$ cat src/rtl/mrlc_pkg.sv
// Shared types, codes and character constants for the modem response line classifier.
package mrlc_pkg;

  localparam int LINE_DEPTH_DEF = 64;

  // Item operations
  localparam logic [1:0] OP_BYTE      = 2'd0;
  localparam logic [1:0] OP_CLR_STAGE = 2'd1;
  localparam logic [1:0] OP_CLR_RING  = 2'd2;

  // Capture stages
  localparam logic [1:0] STG_SCAN   = 2'd0;
  localparam logic [1:0] STG_HEADER = 2'd1;
  localparam logic [1:0] STG_BODY   = 2'd2;
  localparam logic [1:0] STG_DONE   = 2'd3;

  // Characters of interest
  localparam logic [7:0] CH_LF   = 8'h0A;
  localparam logic [7:0] CH_CR   = 8'h0D;
  localparam logic [7:0] CH_PLUS = 8'h2B;
  localparam logic [7:0] CH_GT   = 8'h3E;
  localparam logic [7:0] CH_C    = 8'h43;
  localparam logic [7:0] CH_K    = 8'h4B;
  localparam logic [7:0] CH_L    = 8'h4C;
  localparam logic [7:0] CH_M    = 8'h4D;
  localparam logic [7:0] CH_O    = 8'h4F;
  localparam logic [7:0] CH_S    = 8'h53;
  localparam logic [7:0] CH_T    = 8'h54;
  localparam logic [7:0] CH_U    = 8'h55;

  typedef enum logic [3:0] {
    EV_STORED  = 4'd0,
    EV_DROPPED = 4'd1,
    EV_CR      = 4'd2,
    EV_PROMPT  = 4'd3,
    EV_OK      = 4'd4,
    EV_PLAIN   = 4'd5,
    EV_HEADER  = 4'd6,
    EV_BODY    = 4'd7,
    EV_IGNORED = 4'd8
  } mrlc_event_t;

  typedef struct packed {
    logic [1:0] op;
    logic [7:0] rx_byte;
    logic       balance_query_pending;
  } mrlc_in_t;

  typedef struct packed {
    logic [3:0] event_res;
    logic [6:0] line_length;
    logic [7:0] first_char;
    logic [7:0] second_char;
    logic       new_sms_notice;
    logic       balance_reply;
    logic       ring_alert;
    logic [1:0] stage_now;
  } mrlc_out_t;

endpackage

$ cat src/rtl/modem_response_line_classifier_top.sv
// Top level of the modem response line classifier.
//
// Input channel in_valid/in_ready/in_data carries one item: a received byte or
// a command (clear capture stage, clear ring flag). Every item yields exactly
// one result on out_valid/out_ready/out_data, in order.
// Bytes other than CR and '>' are written into the line store at the current
// fill while it has room. A line feed after a carriage return ends a non-empty
// line; the store is then read back one entry per cycle, a four-byte window
// looks for the notice, balance and ring patterns, and the first three bytes
// are checked for OK. A byte or command item is handled in the execute state;
// a line-end item walks the store in the scan state (fill up to LINE_DEPTH)
// plus the three trailing window slots, then loads its result in the finish
// state. One item is in work at a time; the next transfer is taken the cycle
// after a result is loaded into the output register, even while that result
// waits. When the receiver stalls with a result pending, the block takes the
// next item and holds it in the execute state until the output register frees.
// Reset clears fill count, flags and stage; store contents stay undefined and
// need no clearing pass, as entries at or past the fill read as zero.
module modem_response_line_classifier_top #(
  parameter int LINE_DEPTH = mrlc_pkg::LINE_DEPTH_DEF
) (
  input  logic                clk,
  input  logic                rst_n,
  input  logic                in_valid,
  output logic                in_ready,
  input  mrlc_pkg::mrlc_in_t  in_data,
  output logic                out_valid,
  input  logic                out_ready,
  output mrlc_pkg::mrlc_out_t out_data
);
  import mrlc_pkg::*;

  localparam int AW = $clog2(LINE_DEPTH);

  logic          mem_we;
  logic [AW-1:0] mem_waddr;
  logic [7:0]    mem_wdata;
  logic [AW-1:0] mem_raddr;
  logic [7:0]    mem_rdata;

  mrlc_store #(.LINE_DEPTH(LINE_DEPTH)) u_store (
    .clk   (clk),
    .we    (mem_we),
    .waddr (mem_waddr),
    .wdata (mem_wdata),
    .raddr (mem_raddr),
    .rdata (mem_rdata)
  );

  mrlc_ctrl #(.LINE_DEPTH(LINE_DEPTH)) u_ctrl (
    .clk       (clk),
    .rst_n     (rst_n),
    .in_valid  (in_valid),
    .in_ready  (in_ready),
    .in_data   (in_data),
    .out_valid (out_valid),
    .out_ready (out_ready),
    .out_data  (out_data),
    .mem_we    (mem_we),
    .mem_waddr (mem_waddr),
    .mem_wdata (mem_wdata),
    .mem_raddr (mem_raddr),
    .mem_rdata (mem_rdata)
  );

endmodule

$ cat src/rtl/mrlc_store.sv
// Line store: single-port-write, single-port-read memory with registered read data.
module mrlc_store #(
  parameter int LINE_DEPTH = mrlc_pkg::LINE_DEPTH_DEF,
  localparam int AW = $clog2(LINE_DEPTH)
) (
  input  logic          clk,
  input  logic          we,
  input  logic [AW-1:0] waddr,
  input  logic [7:0]    wdata,
  input  logic [AW-1:0] raddr,
  output logic [7:0]    rdata
);
  import mrlc_pkg::*;

  logic [7:0] mem [LINE_DEPTH];
  logic [7:0] rdata_r;

  always_ff @(posedge clk) begin
    if (we) begin
      mem[waddr] <= wdata;
    end
  end

  always_ff @(posedge clk) begin
    rdata_r <= mem[raddr];
  end

  assign rdata = rdata_r;

endmodule

$ cat src/rtl/mrlc_ctrl.sv
// Sequencer: byte handling, line-end scan over the store, result register.
module mrlc_ctrl #(
  parameter int LINE_DEPTH = mrlc_pkg::LINE_DEPTH_DEF,
  localparam int AW = $clog2(LINE_DEPTH),
  localparam int CW = $clog2(LINE_DEPTH + 1),
  localparam int PW = CW + 1
) (
  input  logic                clk,
  input  logic                rst_n,
  input  logic                in_valid,
  output logic                in_ready,
  input  mrlc_pkg::mrlc_in_t  in_data,
  output logic                out_valid,
  input  logic                out_ready,
  output mrlc_pkg::mrlc_out_t out_data,
  output logic                mem_we,
  output logic [AW-1:0]       mem_waddr,
  output logic [7:0]          mem_wdata,
  output logic [AW-1:0]       mem_raddr,
  input  logic [7:0]          mem_rdata
);
  import mrlc_pkg::*;

  typedef enum logic [1:0] {ST_IDLE, ST_EXEC, ST_SCAN, ST_FIN} state_t;

  state_t      state_r;
  mrlc_in_t    item_r;
  logic [CW-1:0] count_r;
  logic        cr_seen_r;
  logic [1:0]  stage_r;
  logic        ring_seen_r;
  logic [PW-1:0] pos_r;
  logic [7:0]  b1_r, b2_r, b3_r;
  logic [7:0]  c0_r, c1_r, c2_r;
  logic        ring_tmp_r, sms_r, bal_r, alert_r;
  logic        out_valid_r;
  mrlc_out_t   out_data_r;

  logic        out_free, line_end, store_ok;
  logic        out_load, out_valid_nxt;
  logic [PW-1:0] count_ext, pos_plus1;
  logic        in_line, eval_en, scan_done;
  logic [7:0]  scan_b;
  logic        hit_plus, hit_mt, hit_us, hit_cl, is_ok;

  mrlc_event_t exec_ev, fin_ev;
  mrlc_out_t   exec_res, fin_res;
  logic [CW-1:0] exec_count;
  logic [1:0]  exec_stage, fin_stage;
  logic        exec_ring, exec_cr, fin_ring;

  assign out_free  = !out_valid_r || out_ready;
  assign line_end  = (item_r.op == OP_BYTE) && (item_r.rx_byte == CH_LF) && cr_seen_r &&
                     (count_r != '0);
  assign store_ok  = count_r < CW'(LINE_DEPTH);
  assign count_ext = PW'(count_r);
  assign pos_plus1 = pos_r + PW'(1);

  // Load the output register from a single-step item or a finished scan
  assign out_load      = out_free && (((state_r == ST_EXEC) && !line_end) ||
                                      (state_r == ST_FIN));
  assign out_valid_nxt = out_load || (out_valid_r && !out_ready);

  // Positions at or past the fill read as zero
  assign in_line   = pos_r < count_ext;
  assign scan_b    = in_line ? mem_rdata : 8'h00;
  assign eval_en   = (pos_r >= PW'(3)) && ((pos_r - PW'(3)) < count_ext);
  assign scan_done = pos_r == (count_ext + PW'(2));

  // Window: b3 = at(p), b2 = at(p+1), b1 = at(p+2), scan_b = at(p+3)
  assign hit_plus = eval_en && (b3_r == CH_PLUS);
  assign hit_mt   = (b1_r == CH_M) && (scan_b == CH_T);
  assign hit_us   = (b1_r == CH_U) && (scan_b == CH_S);
  assign hit_cl   = (b2_r == CH_C) && (b1_r == CH_L);

  assign is_ok = ((c0_r == CH_O) && (c1_r == CH_K)) || ((c1_r == CH_O) && (c2_r == CH_K));

  assign mem_we    = (state_r == ST_EXEC) && out_free && (item_r.op == OP_BYTE) && !line_end &&
                     (item_r.rx_byte != CH_CR) && (item_r.rx_byte != CH_GT) && store_ok;
  assign mem_waddr = count_r[AW-1:0];
  assign mem_wdata = item_r.rx_byte;
  assign mem_raddr = (state_r == ST_SCAN) ? pos_plus1[AW-1:0] : '0;

  assign in_ready  = (state_r == ST_IDLE);
  assign out_valid = out_valid_r;
  assign out_data  = out_data_r;

  // Single-step items
  always_comb begin
    exec_ev    = EV_STORED;
    exec_count = count_r;
    exec_stage = stage_r;
    exec_ring  = ring_seen_r;
    exec_cr    = cr_seen_r;
    case (item_r.op)
      OP_BYTE: begin
        if (item_r.rx_byte == CH_CR) begin
          exec_cr = 1'b1;
          exec_ev = EV_CR;
        end else if (item_r.rx_byte == CH_GT) begin
          exec_ev = EV_PROMPT;
        end else if (store_ok) begin
          exec_count = count_r + CW'(1);
          exec_ev    = EV_STORED;
        end else begin
          exec_ev = EV_DROPPED;
        end
      end
      OP_CLR_STAGE: exec_stage = STG_SCAN;
      OP_CLR_RING:  exec_ring  = 1'b0;
      default: ;
    endcase
    exec_res             = '0;
    exec_res.event_res   = exec_ev;
    exec_res.line_length = 7'(exec_count);
    exec_res.stage_now   = exec_stage;
  end

  // Line-end classification
  always_comb begin
    fin_res   = '0;
    fin_stage = stage_r;
    fin_ring  = ring_seen_r;
    fin_ev    = EV_OK;
    if (!is_ok) begin
      case (stage_r)
        STG_SCAN: begin
          fin_ev                 = EV_PLAIN;
          fin_res.new_sms_notice = sms_r;
          fin_res.balance_reply  = bal_r;
          fin_res.ring_alert     = alert_r;
          fin_ring               = ring_tmp_r;
          fin_stage              = sms_r ? STG_HEADER : STG_SCAN;
        end
        STG_HEADER: begin
          fin_ev    = EV_HEADER;
          fin_stage = STG_BODY;
        end
        STG_BODY: begin
          fin_ev    = EV_BODY;
          fin_stage = STG_DONE;
        end
        default: fin_ev = EV_IGNORED;
      endcase
    end
    fin_res.event_res   = fin_ev;
    fin_res.line_length = 7'(count_r);
    fin_res.first_char  = c0_r;
    fin_res.second_char = c1_r;
    fin_res.stage_now   = fin_stage;
  end

  always_ff @(posedge clk) begin
    if (!rst_n) begin
      state_r     <= ST_IDLE;
      count_r     <= '0;
      cr_seen_r   <= 1'b0;
      stage_r     <= STG_SCAN;
      ring_seen_r <= 1'b0;
      out_valid_r <= 1'b0;
    end else begin
      out_valid_r <= out_valid_nxt;
      case (state_r)
        ST_IDLE: begin
          if (in_valid) begin
            item_r  <= in_data;
            state_r <= ST_EXEC;
          end
        end
        ST_EXEC: begin
          if (out_free) begin
            if (line_end) begin
              pos_r      <= '0;
              ring_tmp_r <= ring_seen_r;
              sms_r      <= 1'b0;
              bal_r      <= 1'b0;
              alert_r    <= 1'b0;
              state_r    <= ST_SCAN;
            end else begin
              count_r     <= exec_count;
              stage_r     <= exec_stage;
              ring_seen_r <= exec_ring;
              cr_seen_r   <= exec_cr;
              out_data_r  <= exec_res;
              state_r     <= ST_IDLE;
            end
          end
        end
        ST_SCAN: begin
          if (pos_r == PW'(0)) c0_r <= scan_b;
          if (pos_r == PW'(1)) c1_r <= scan_b;
          if (pos_r == PW'(2)) c2_r <= scan_b;
          b1_r <= scan_b;
          b2_r <= b1_r;
          b3_r <= b2_r;
          if (hit_plus) begin
            if (hit_mt) sms_r <= 1'b1;
            if (hit_us && item_r.balance_query_pending) bal_r <= 1'b1;
            // First ring arms, later rings alert
            if (hit_cl) begin
              if (ring_tmp_r) alert_r <= 1'b1;
              else ring_tmp_r <= 1'b1;
            end
          end
          if (scan_done) state_r <= ST_FIN;
          else pos_r <= pos_plus1;
        end
        ST_FIN: begin
          if (out_free) begin
            stage_r     <= fin_stage;
            ring_seen_r <= fin_ring;
            count_r     <= '0;
            out_data_r  <= fin_res;
            state_r     <= ST_IDLE;
          end
        end
        default: state_r <= ST_IDLE;
      endcase
    end
  end

endmodule

$ cat config.mk
export PLATFORM = sky130hd
export DESIGN_NAME = modem_response_line_classifier_top
export DESIGN_NICKNAME = d
export VERILOG_FILES = /design/src/rtl/mrlc_pkg.sv /design/src/rtl/modem_response_line_classifier_top.sv /design/src/rtl/mrlc_store.sv /design/src/rtl/mrlc_ctrl.sv
export SDC_FILE = /design/constraint.sdc
export NUM_CORES = 1
export LEC_CHECK = 0
export ABC_CLOCK_PERIOD_IN_PS = 3400
export BUFFER_PORTS_ARGS = -buffer_cell sky130_fd_sc_hd__buf_2
export CORE_ASPECT_RATIO = 0.6
export CORE_MARGIN = 3
export CORE_UTILIZATION = 50
export DETAILED_ROUTE_END_ITERATION = 6
export PLACE_DENSITY = 0.68
export SLEW_MARGIN = 20
export SYNTH_ARGS = -nofsm -noshare
export SYNTH_HDL_FRONTEND = slang
export SYNTH_SLANG_ARGS = --single-unit
$ cat constraint.sdc
create_clock -name clk -period 3.4 [get_ports clk]
set_input_delay 0.51 -clock clk [delete_from_list [all_inputs] [get_ports clk]]
set_output_delay 0.51 -clock clk [all_outputs]
set_load 0.005 [all_outputs]
==> results of run 1 <==
stage by stage:
step                      utilization, %  hold slack, ps  instances  setup WS (ps)  total power, mW
after floorplan                        -             417       1895           29.8             9.07
after global placement              55.0             427       2641            281             9.33
after detailed placement            55.0             438       2641            152             9.34
after CTS                           58.6            39.2       2744            117             15.7
after global routing                58.6            46.7       2744           6.33             16.1
final                               58.6            65.1       2744            155             15.7
sequential cells by signal, summed over array words and instances (netlist names), 2 cells and up, named ones only:
register and flops:
u_store.mem 512, u_ctrl.out_data 32, u_ctrl.b1_r 8, u_ctrl.b2_r 8, u_ctrl.b3_r 8, u_ctrl.c0_r 8
u_ctrl.c1_r 8, u_ctrl.c2_r 8, u_ctrl.mem_wdata 8, u_ctrl.pos_r 8, u_store.rdata 8, u_ctrl.count_r 7
u_ctrl.item_r 3, u_ctrl.stage_r 2
power by group:
part / total, mW / leakage [nW] / switching (mW) / internal, mW
sequential: 8.62 / 5.73 / 0.0269 / 8.59
clock: 6.49 / 0.900 / 2.88 / 3.60
combinational: 0.570 / 3.40 / 0.404 / 0.166
metal layers:
metal  up-vias  GRT usage [%]  wire length [um]
li1       7699              -                 -
met1      8970           42.6             33800
met2      1274           34.7             30100
met3        99           14.1             14000
met4         2           5.33              1280
met5         -          0.748                58
final timing paths:
check / from / endpoint / slack, ps / cells past startpoint
hold reg to reg: u_ctrl.b1_r[1] / u_ctrl.b2_r[1] / 450 / 0
hold / removal: in_data[7] / u_ctrl.mem_wdata[6] / 70 / 1
setup / recovery: u_ctrl.mem_wdata[0] / u_store.mem[57][2] / 150 / 7
setup reg to reg: u_ctrl.mem_wdata[0] / u_store.mem[57][2] / 150 / 7
layout by cell type (no fill, tap or decap), types with 18 or more instances in the layout:
cell type  instances
a21oi_1          110
a221oi_1          59
a222oi_1          28
and3_1            30
buf_2             48
buf_4            126
clkbuf_16         55
dfxtp_1           22
edfxtp_1         615
ha_1              27
inv_1             29
mux2i_1           43
nand2_1          158
nand3_1           36
nor2_1           122
nor3_1            26
o21ai_0           93
o221ai_1          18
o22ai_1           24
o2bb2ai_1         61
or3_1             20
area by class of cell:
class | instances | area [sq um] | area share (%)
multi-input cells | 1093 | 7200 | 23.7
clock buffers | 64 | 1410 | 4.64
repair buffers | 186 | 1420 | 4.67
clock inverters | 39 | 438 | 1.44
flip-flops and latches | 637 | 18900 | 62.3
well taps | 693 | 867 | 2.86
inverters | 32 | 120 | 0.396
kinds of logic after synthesis:
kind of cell,Yosys count,synth area share [%]
compound gates,499,13.3
xor+xnor,26,0.853
fa+ha+maj,28,1.31
buf+inv,165,2.49
flops,637,70.8
mux,60,2.46
simple gates,480,8.73
==> flow_metrics.env, run 1 <==
export IMPL_status="finished with violations"
export IMPL_violations="DRC"
export IMPL_syn_area_per_cell_sq_um=14.1
export IMPL_dp_hpwl_um=51500
export IMPL_crit_path_end_kind="flip-flop"
export IMPL_yosys_warnings=0
export IMPL_ctsResizeCount=0
export IMPL_netlist_area_leader_share_pct=69.2
export IMPL_synth_commonest_cells="edfxtp_1 (615), nand2_1 (159), nor2_1 (125)"
export IMPL_die_w_um=304
export IMPL_synth_async_reset_ratio_pct=0
export IMPL_syn_nets=1938
export IMPL_routedWlPerCell_um=28.9
export IMPL_max_freq_ghz=0.308
export IMPL_slowest_delay_ps=740
export IMPL_fin_nets=2048
export IMPL_drv_slew=0
export IMPL_cp_max_fo=8
export IMPL_post_drt_via_cell_ratio=6.58
export IMPL_grt_max_degree=70
export IMPL_period_share_pct=95.4
export IMPL_finalWirelength_um=79200
export IMPL_design_area_sq_um=30400
export IMPL_cts_tree="done"
export IMPL_drtIter0Drc=3089
export IMPL_num_fill_cells=4014
export IMPL_syn2layout_area_growth_pct=13.8
export IMPL_cts_max_level=2
export IMPL_p_leak_nw=10.0
export IMPL_hold_class="in -> reg"
export IMPL_cts_setup_buffers=0
export IMPL_synth_area_sq_um=26700
export IMPL_drive_above_1_share_pct=15.5
export IMPL_clk_path_buf_depth=3
export IMPL_grt_pass1_vias=16700
export IMPL_cp_cell_sequence="or4b_2, nor2b_1, o211ai_2, nor4b_4, nand3_1, buf_4, nor2_1"
export IMPL_fin_setup_tns_ps=0
export IMPL_post_synth_num_cell_types=79
export IMPL_cts_sinks=637
export IMPL_rsz0062_at_grt="false"
export IMPL_io_buffers=48
export IMPL_min_period_ps=3250
export IMPL_worstPathArrival_ps=3470
export IMPL_setup_viol=0
export IMPL_cp_start_kind="flip-flop"
export IMPL_diodes=0
export IMPL_cp_required_ps=3620
export IMPL_rows=64
export IMPL_cp_num_buf_inv=1
export IMPL_gp_congestion=0.951
export IMPL_dr_pass1_iters=7
export IMPL_powerDensity_nw_per_um2=516
export IMPL_dr_total_vias=18000
export IMPL_hold_viol=0
export IMPL_cts_buffers=55
export IMPL_ioPinCount=49
export IMPL_ir_drop_mv=0.453
export IMPL_clk_pin_slew_worst_paths_ps=60
export IMPL_cp_slowest_cell="nor2_1"
export IMPL_drcViolationCount=2
export IMPL_skew_ps=34.0
export IMPL_synth_edf_count=615
export IMPL_ys_ff_latch=637
export IMPL_synth_most_common_cell="edfxtp_1"
export IMPL_worst_pin_slew_ps=998
export IMPL_cts_root_buf="clkbuf_16"
export IMPL_synth_largest_area_cell="edfxtp_1"
export IMPL_crit_type="reg -> reg"
export IMPL_postRouteAntennaNets=0
export IMPL_die_h_um=185
export IMPL_antenna_found_initial=0
export IMPL_maxCapViolCount=0
export IMPL_insertion_delay_ps=620
export IMPL_postCtsHoldBufs=0
export IMPL_placed_area_sq_um=28500
export IMPL_slew_headroom_pct=33.0
export IMPL_grt_ovfl_total=0
export IMPL_start_util_pct=51.5
export IMPL_synth_cells=1895
export IMPL_core_area_sq_um=51800
export IMPL_synth_seq_area_share_pct=70.8
export IMPL_grt_usage_pct=27.8
export IMPL_synth_top_flop_cell="edfxtp_1"
export IMPL_die_area_sq_um=56300
export IMPL_grt_pass1_wl_um=115000
export IMPL_critPathTopFamily="simple AND/OR/NAND/NOR gates"
export IMPL_synthTopCellsByArea="edfxtp_1 (69%), nand2_1 (2.2%), a21oi_1 (2.1%), o2bb2ai_1 (2.0%), a221oi_1 (1.9%)"
Power figures use the tool's default switching activity.
==> run 2: changes to the inputs <==
CORE_MARGIN = 4   (was 3)
REMOVE_ABC_BUFFERS = 1   (was default)
==> flow_metrics.env, run 2 (synthesis gave the netlist of run 1 again) <==
export IMPL_status="finished, final reports clean"
export IMPL_slew_headroom_pct=37.4
export IMPL_clk_pin_slew_worst_paths_ps=70
export IMPL_num_fill_cells=4083
export IMPL_post_drt_via_cell_ratio=6.47
export IMPL_drcViolationCount=0
export IMPL_io_buffers=48
export IMPL_dr_wl_met2_um=30700
export IMPL_wl_met3_um=10800
export IMPL_cts_root_buf="clkbuf_16"
export IMPL_skew_ps=27.0
export IMPL_grt_max_degree=83
export IMPL_fin_nets=2078
export IMPL_die_w_um=306
export IMPL_drtIter0Drc=3032
export IMPL_cp_required_ps=3950
export IMPL_dr_total_vias=18000
export IMPL_cts_buffers=55
export IMPL_powerDensity_nw_per_um2=505
export IMPL_drv_slew=0
export IMPL_die_area_sq_um=57300
export IMPL_ioPinCount=49
export IMPL_clk_path_buf_depth=3
export IMPL_wl_met1_um=32600
export IMPL_most_common_layout_cells="edfxtp_1 (615), buf_4 (160), nand2_1 (158)"
export IMPL_crit_path_end_kind="flip-flop"
export IMPL_worstPathArrival_ps=3840
export IMPL_cts_sinks=637
export IMPL_rows=65
export IMPL_finalWirelength_um=75600
export IMPL_min_path_cells=1
export IMPL_antenna_found_initial=1
export IMPL_cp_max_fo=38
export IMPL_top_register="u_store.mem"
export IMPL_drive_above_1_share_pct=16.3
export IMPL_max_freq_ghz=0.304
export IMPL_syn2layout_area_growth_pct=14.0
export IMPL_insertion_delay_ps=610
export IMPL_die_h_um=187
export IMPL_dp_cells=2679
export IMPL_cp_num_buf_inv=3
export IMPL_start_util_pct=50.6
export IMPL_largest_reg_flops=512
export IMPL_rr_worst_depth=10
export IMPL_hold_viol=0
export IMPL_cp_common_cell="buf_4"
export IMPL_cp_start_kind="flip-flop"
export IMPL_maxCapViolCount=0
export IMPL_crit_type="reg -> reg"
export IMPL_mostFrequentLayoutCell="edfxtp_1"
export IMPL_cts_tree="done"
export IMPL_crit_cells=10
export IMPL_diodes=0
export IMPL_slowest_delay_ps=510
export IMPL_whs_ps=82.1
export IMPL_setup_viol=0
export IMPL_dp_hpwl_um=48800
export IMPL_rsz0062_at_grt="false"
export IMPL_p_leak_nw=10.1
export IMPL_cp_slowest_cell="buf_4"
export IMPL_stdcell_count=2779
export IMPL_gp_congestion=0.934
export IMPL_period_share_pct=96.7
export IMPL_critPathTopFamily="compound AO/OA/AOI/OAI gates"
export IMPL_core_area_sq_um=52700
export IMPL_hold_class="in -> reg"
export IMPL_worst_pin_slew_ps=939
export IMPL_dr_pass1_iters=7
export IMPL_cp_cell_sequence="inv_1, ha_4, nor4bb_4, buf_4, a221o_1, a21oi_1, o22a_1, a211oi_1, buf_4, a211o_1"
export IMPL_grt_usage_pct=25.9
export IMPL_min_period_ps=3290
export IMPL_dr_max_layer_used="met5"
export IMPL_grt_pass1_vias=17200
export IMPL_routedWlPerCell_um=27.2
export IMPL_grt_ovfl_total=0
export IMPL_grt_pass1_wl_um=112000
export IMPL_postRouteAntennaNets=0
export IMPL_cts_max_level=2
export IMPL_ir_drop_mv=0.476
[run 2: cell types whose count changed in the layout (fill, tap and decap cells not counted), moves of 2 or more]
cell	delta
buf_12	-3
buf_4	+34
bufinv_16	-3
clkbuf_1	+5
clkinv_1	-4
clkinvlp_4	-2
nor4b_1	+2
nor4b_2	-2
[run 2: area by class of cell]
type	instances	area [sq um]	share of cell area, %
tap	703	880	2.89
multi-input combinational	1093	7190	23.6
inverter	32	120	0.395
timing repair buffer	216	1600	5.26
clock buffer	70	1450	4.78
sequential	637	18900	62.1
clock inverter	28	285	0.937
[run 2: what timing repair did]
item	in CTS	in global routing
endpoints found under the setup margin	0	9
resized for setup	0	1
buffers inserted	0	2
hold buffers	0	0
[run 2: through the flow]
step	setup WS [ps]	TNS (ps)	cell area [sq um]	utilization (%)	power, mW
final	111	0	30400	57.8	15.4
after global routing	20.0	0	30400	57.8	15.8
after CTS	134	0	30400	57.7	15.4
after detailed placement	170	0	28700	54.4	9.33
after global placement	207	0	28700	54.4	9.32
after floorplan	-9990	-314370	26100	-	9.07
[run 2: worst paths after layout]
check,from,slack [ps],endpoint
max,u_ctrl.pos_r[0],110,u_store.rdata[6]
min,in_data[0],80,u_ctrl.item_r[0]
max reg2reg,u_ctrl.pos_r[0],110,u_store.rdata[6]
min reg2reg,u_ctrl.b2_r[3],460,u_ctrl.b3_r[3]
[run 2: metal layers]
metal  vias up  GRT usage [%]
met5         -              0
met4         2           5.31
met3       137           8.85
met2      1228           34.9
met1      8854           40.7
li1       7748              -
[run 2: power by group]
| part | leakage, nW | internal (mW) | total [mW] | switching, mW |
|---|---|---|---|---|
| clock | 0.855 | 3.41 | 6.19 | 2.78 |
| combinational | 3.55 | 0.166 | 0.555 | 0.389 |
| sequential | 5.73 | 8.59 | 8.62 | 0.0245 |
| total | 10.1 | 12.2 | 15.4 | 3.20 |
[run 2: worst reg2reg max path: stages, from the launching register on]
cell and delay, ps:
edfxtp_1 500, inv_1 140, ha_4 370, nor4bb_4 390
buf_4 510, a221o_1 280, a21oi_1 80, o22a_1 250
a211oi_1 430, buf_4 200, a211o_1 90
==> run 3: changes to the inputs <==
ABC_CLOCK_PERIOD_IN_PS = 3200   (was 3400)
BUFFER_PORTS_ARGS = default   (was -buffer_cell sky130_fd_sc_hd__buf_2)
DONT_BUFFER_PORTS = 1   (was default)
PLACE_DENSITY = default   (was 0.68)
clock period = 3.2 ns   (was 3.4 ns; I/O delays follow)
==> flow_metrics.env, run 3 (synthesis gave the netlist of run 1 again) <==
export IMPL_clk_path_buf_depth=3
export IMPL_cts_max_level=2
export IMPL_ir_drop_mv=0.470
export IMPL_start_util_pct=50.6
export IMPL_grt_pass1_wl_um=113000
export IMPL_rows=65
export IMPL_pre_cts_ws_ps=-229
export IMPL_hold_start="out_ready"
export IMPL_hold_viol=0
export IMPL_skew_ps=19.9
export IMPL_num_fill_cells=4137
export IMPL_die_area_sq_um=57300
export IMPL_dr_total_vias=17700
export IMPL_drtIter0Drc=2735
export IMPL_top_register="u_store.mem"
export IMPL_routedWlPerCell_um=27.6
export IMPL_die_h_um=187
export IMPL_syn2layout_area_growth_pct=14.7
export IMPL_maxCapViolCount=0
export IMPL_finalPower_mw=16.2
export IMPL_die_w_um=306
export IMPL_cp_start_kind="flip-flop"
export IMPL_fin_nets=2070
export IMPL_post_drt_via_cell_ratio=6.35
export IMPL_gp_congestion=0.896
export IMPL_worst_slack_ps=105
export IMPL_drcViolationCount=0
export IMPL_rsz0062_at_grt="true"
export IMPL_insertion_delay_ps=600
export IMPL_antenna_found_initial=1
export IMPL_dp_hpwl_um=50400
export IMPL_ioPinCount=49
export IMPL_crit_type="reg -> reg"
export IMPL_grt_usage_pct=26.4
export IMPL_slew_headroom_pct=36.7
export IMPL_most_common_layout_cells="edfxtp_1 (615), buf_4 (182), nand2_1 (158)"
export IMPL_drive_above_1_share_pct=15.9
export IMPL_min_path_cells=2
export IMPL_setup_viol=0
export IMPL_cp_required_ps=3640
export IMPL_cts_buffers=56
export IMPL_max_freq_ghz=0.323
export IMPL_finalWirelength_um=76800
export IMPL_status="finished, final reports clean"
export IMPL_rr_worst_depth=9
export IMPL_largest_reg_flops=512
export IMPL_period_share_pct=96.7
export IMPL_min_period_ps=3100
export IMPL_cts_sinks=637
export IMPL_p_leak_nw=10.2
export IMPL_postRouteAntennaNets=0
export IMPL_powerDensity_nw_per_um2=530
export IMPL_worst_pin_slew_ps=937
export IMPL_io_buffers=0
export IMPL_worstPathArrival_ps=3540
export IMPL_clk_pin_slew_worst_paths_ps=70
export IMPL_cts_root_buf="clkbuf_16"
export IMPL_cp_max_fo=21
export IMPL_diodes=0
export IMPL_grt_max_degree=85
export IMPL_crit_path_end_kind="flip-flop"
export IMPL_cts_tree="done"
export IMPL_core_area_sq_um=52700
export IMPL_grt_ovfl_total=0
export IMPL_reg2reg_from="u_ctrl.pos_r[1]"
export IMPL_drv_slew=0
export IMPL_mostFrequentLayoutCell="edfxtp_1"
export IMPL_hold_class="in -> reg"
export IMPL_dr_pass1_iters=6
export IMPL_startpoint="u_ctrl.pos_r[1]"
export IMPL_grt_pass1_vias=16900
## run 3: changes by cell type in the layout (fill, tap and decap cells not counted), moves of 4 or more
cell,previous run,this run
clkbuf_1,14,9
dlygate4sd3_1,0,12
buf_4,160,182
bufinv_16,5,1
buf_2,48,0
o311ai_2,0,4
clkinv_1,6,14
o311ai_0,10,3
## run 3: power by group
group	internal, mW	switching [mW]	leakage (nW)	total, mW
logic	0.178	0.400	3.58	0.578
registers	9.13	0.0326	5.73	9.16
clock network	3.47	3.02	0.857	6.48
total	12.8	3.45	10.2	16.2
## run 3: worst max-delay path, cell delays in order, from the launching register on
cell and delay [ps]:
edfxtp_1 410, inv_1 110, ha_4 340, inv_2 170, buf_4 290, o2bb2ai_1 160, a222oi_1 440, a21oi_1 160
o311ai_1 690, nand4_1 150
## run 3: area by class of cell
type / count / area (sq um) / area share, %
clock buffers: 70 / 1530 / 4.99
clock inverters: 36 / 214 / 0.699
inverters: 32 / 120 / 0.393
multi-input cells: 1093 / 7220 / 23.6
flip-flops and latches: 637 / 18900 / 61.8
well taps: 703 / 880 / 2.87
repair buffers: 207 / 1730 / 5.65
## run 3: final timing paths
path / to / slack (ps)
setup / recovery: u_store.rdata[3] / 100
hold / removal: u_ctrl.out_valid / 120
setup reg to reg: u_store.rdata[3] / 100
hold reg to reg: u_ctrl.b2_r[2] / 450
## run 3: repair_timing
action / in CTS / in global routing
buffers inserted: 0 / 3
hold buffers: 12 / 0
resized for setup: 5 / 11
endpoints found under the setup margin: 5 / 7
pin swaps: 0 / 1
endpoints found under the hold margin: 13 / 0
## run 3: stage by stage
step           hold slack [ps]  util, %  setup TNS, ps  instances  cell area, sq um
5_1_grt                    169     58.1          -19.6       2778             30600
3_3_place_gp               430     54.4           -536       2657             28700
6_report                   124     58.1              0       2778             30600
2_1_floorplan              417        -        -404050       1762             26100
4_1_cts                    107     57.9              0       2775             30500
3_5_place_dp               434     54.4           -522       2657             28700
## run 3: routing by layer
| metal | vias up | wire length (um) | track usage [%] |
|---|---|---|---|
| met2 | 1036 | 30700 | 34.7 |
| met5 | - | 11 | 0 |
| met1 | 8780 | 34900 | 42.8 |
| met4 | 2 | 1260 | 4.88 |
| met3 | 91 | 9970 | 8.65 |
| li1 | 7742 | - | - |
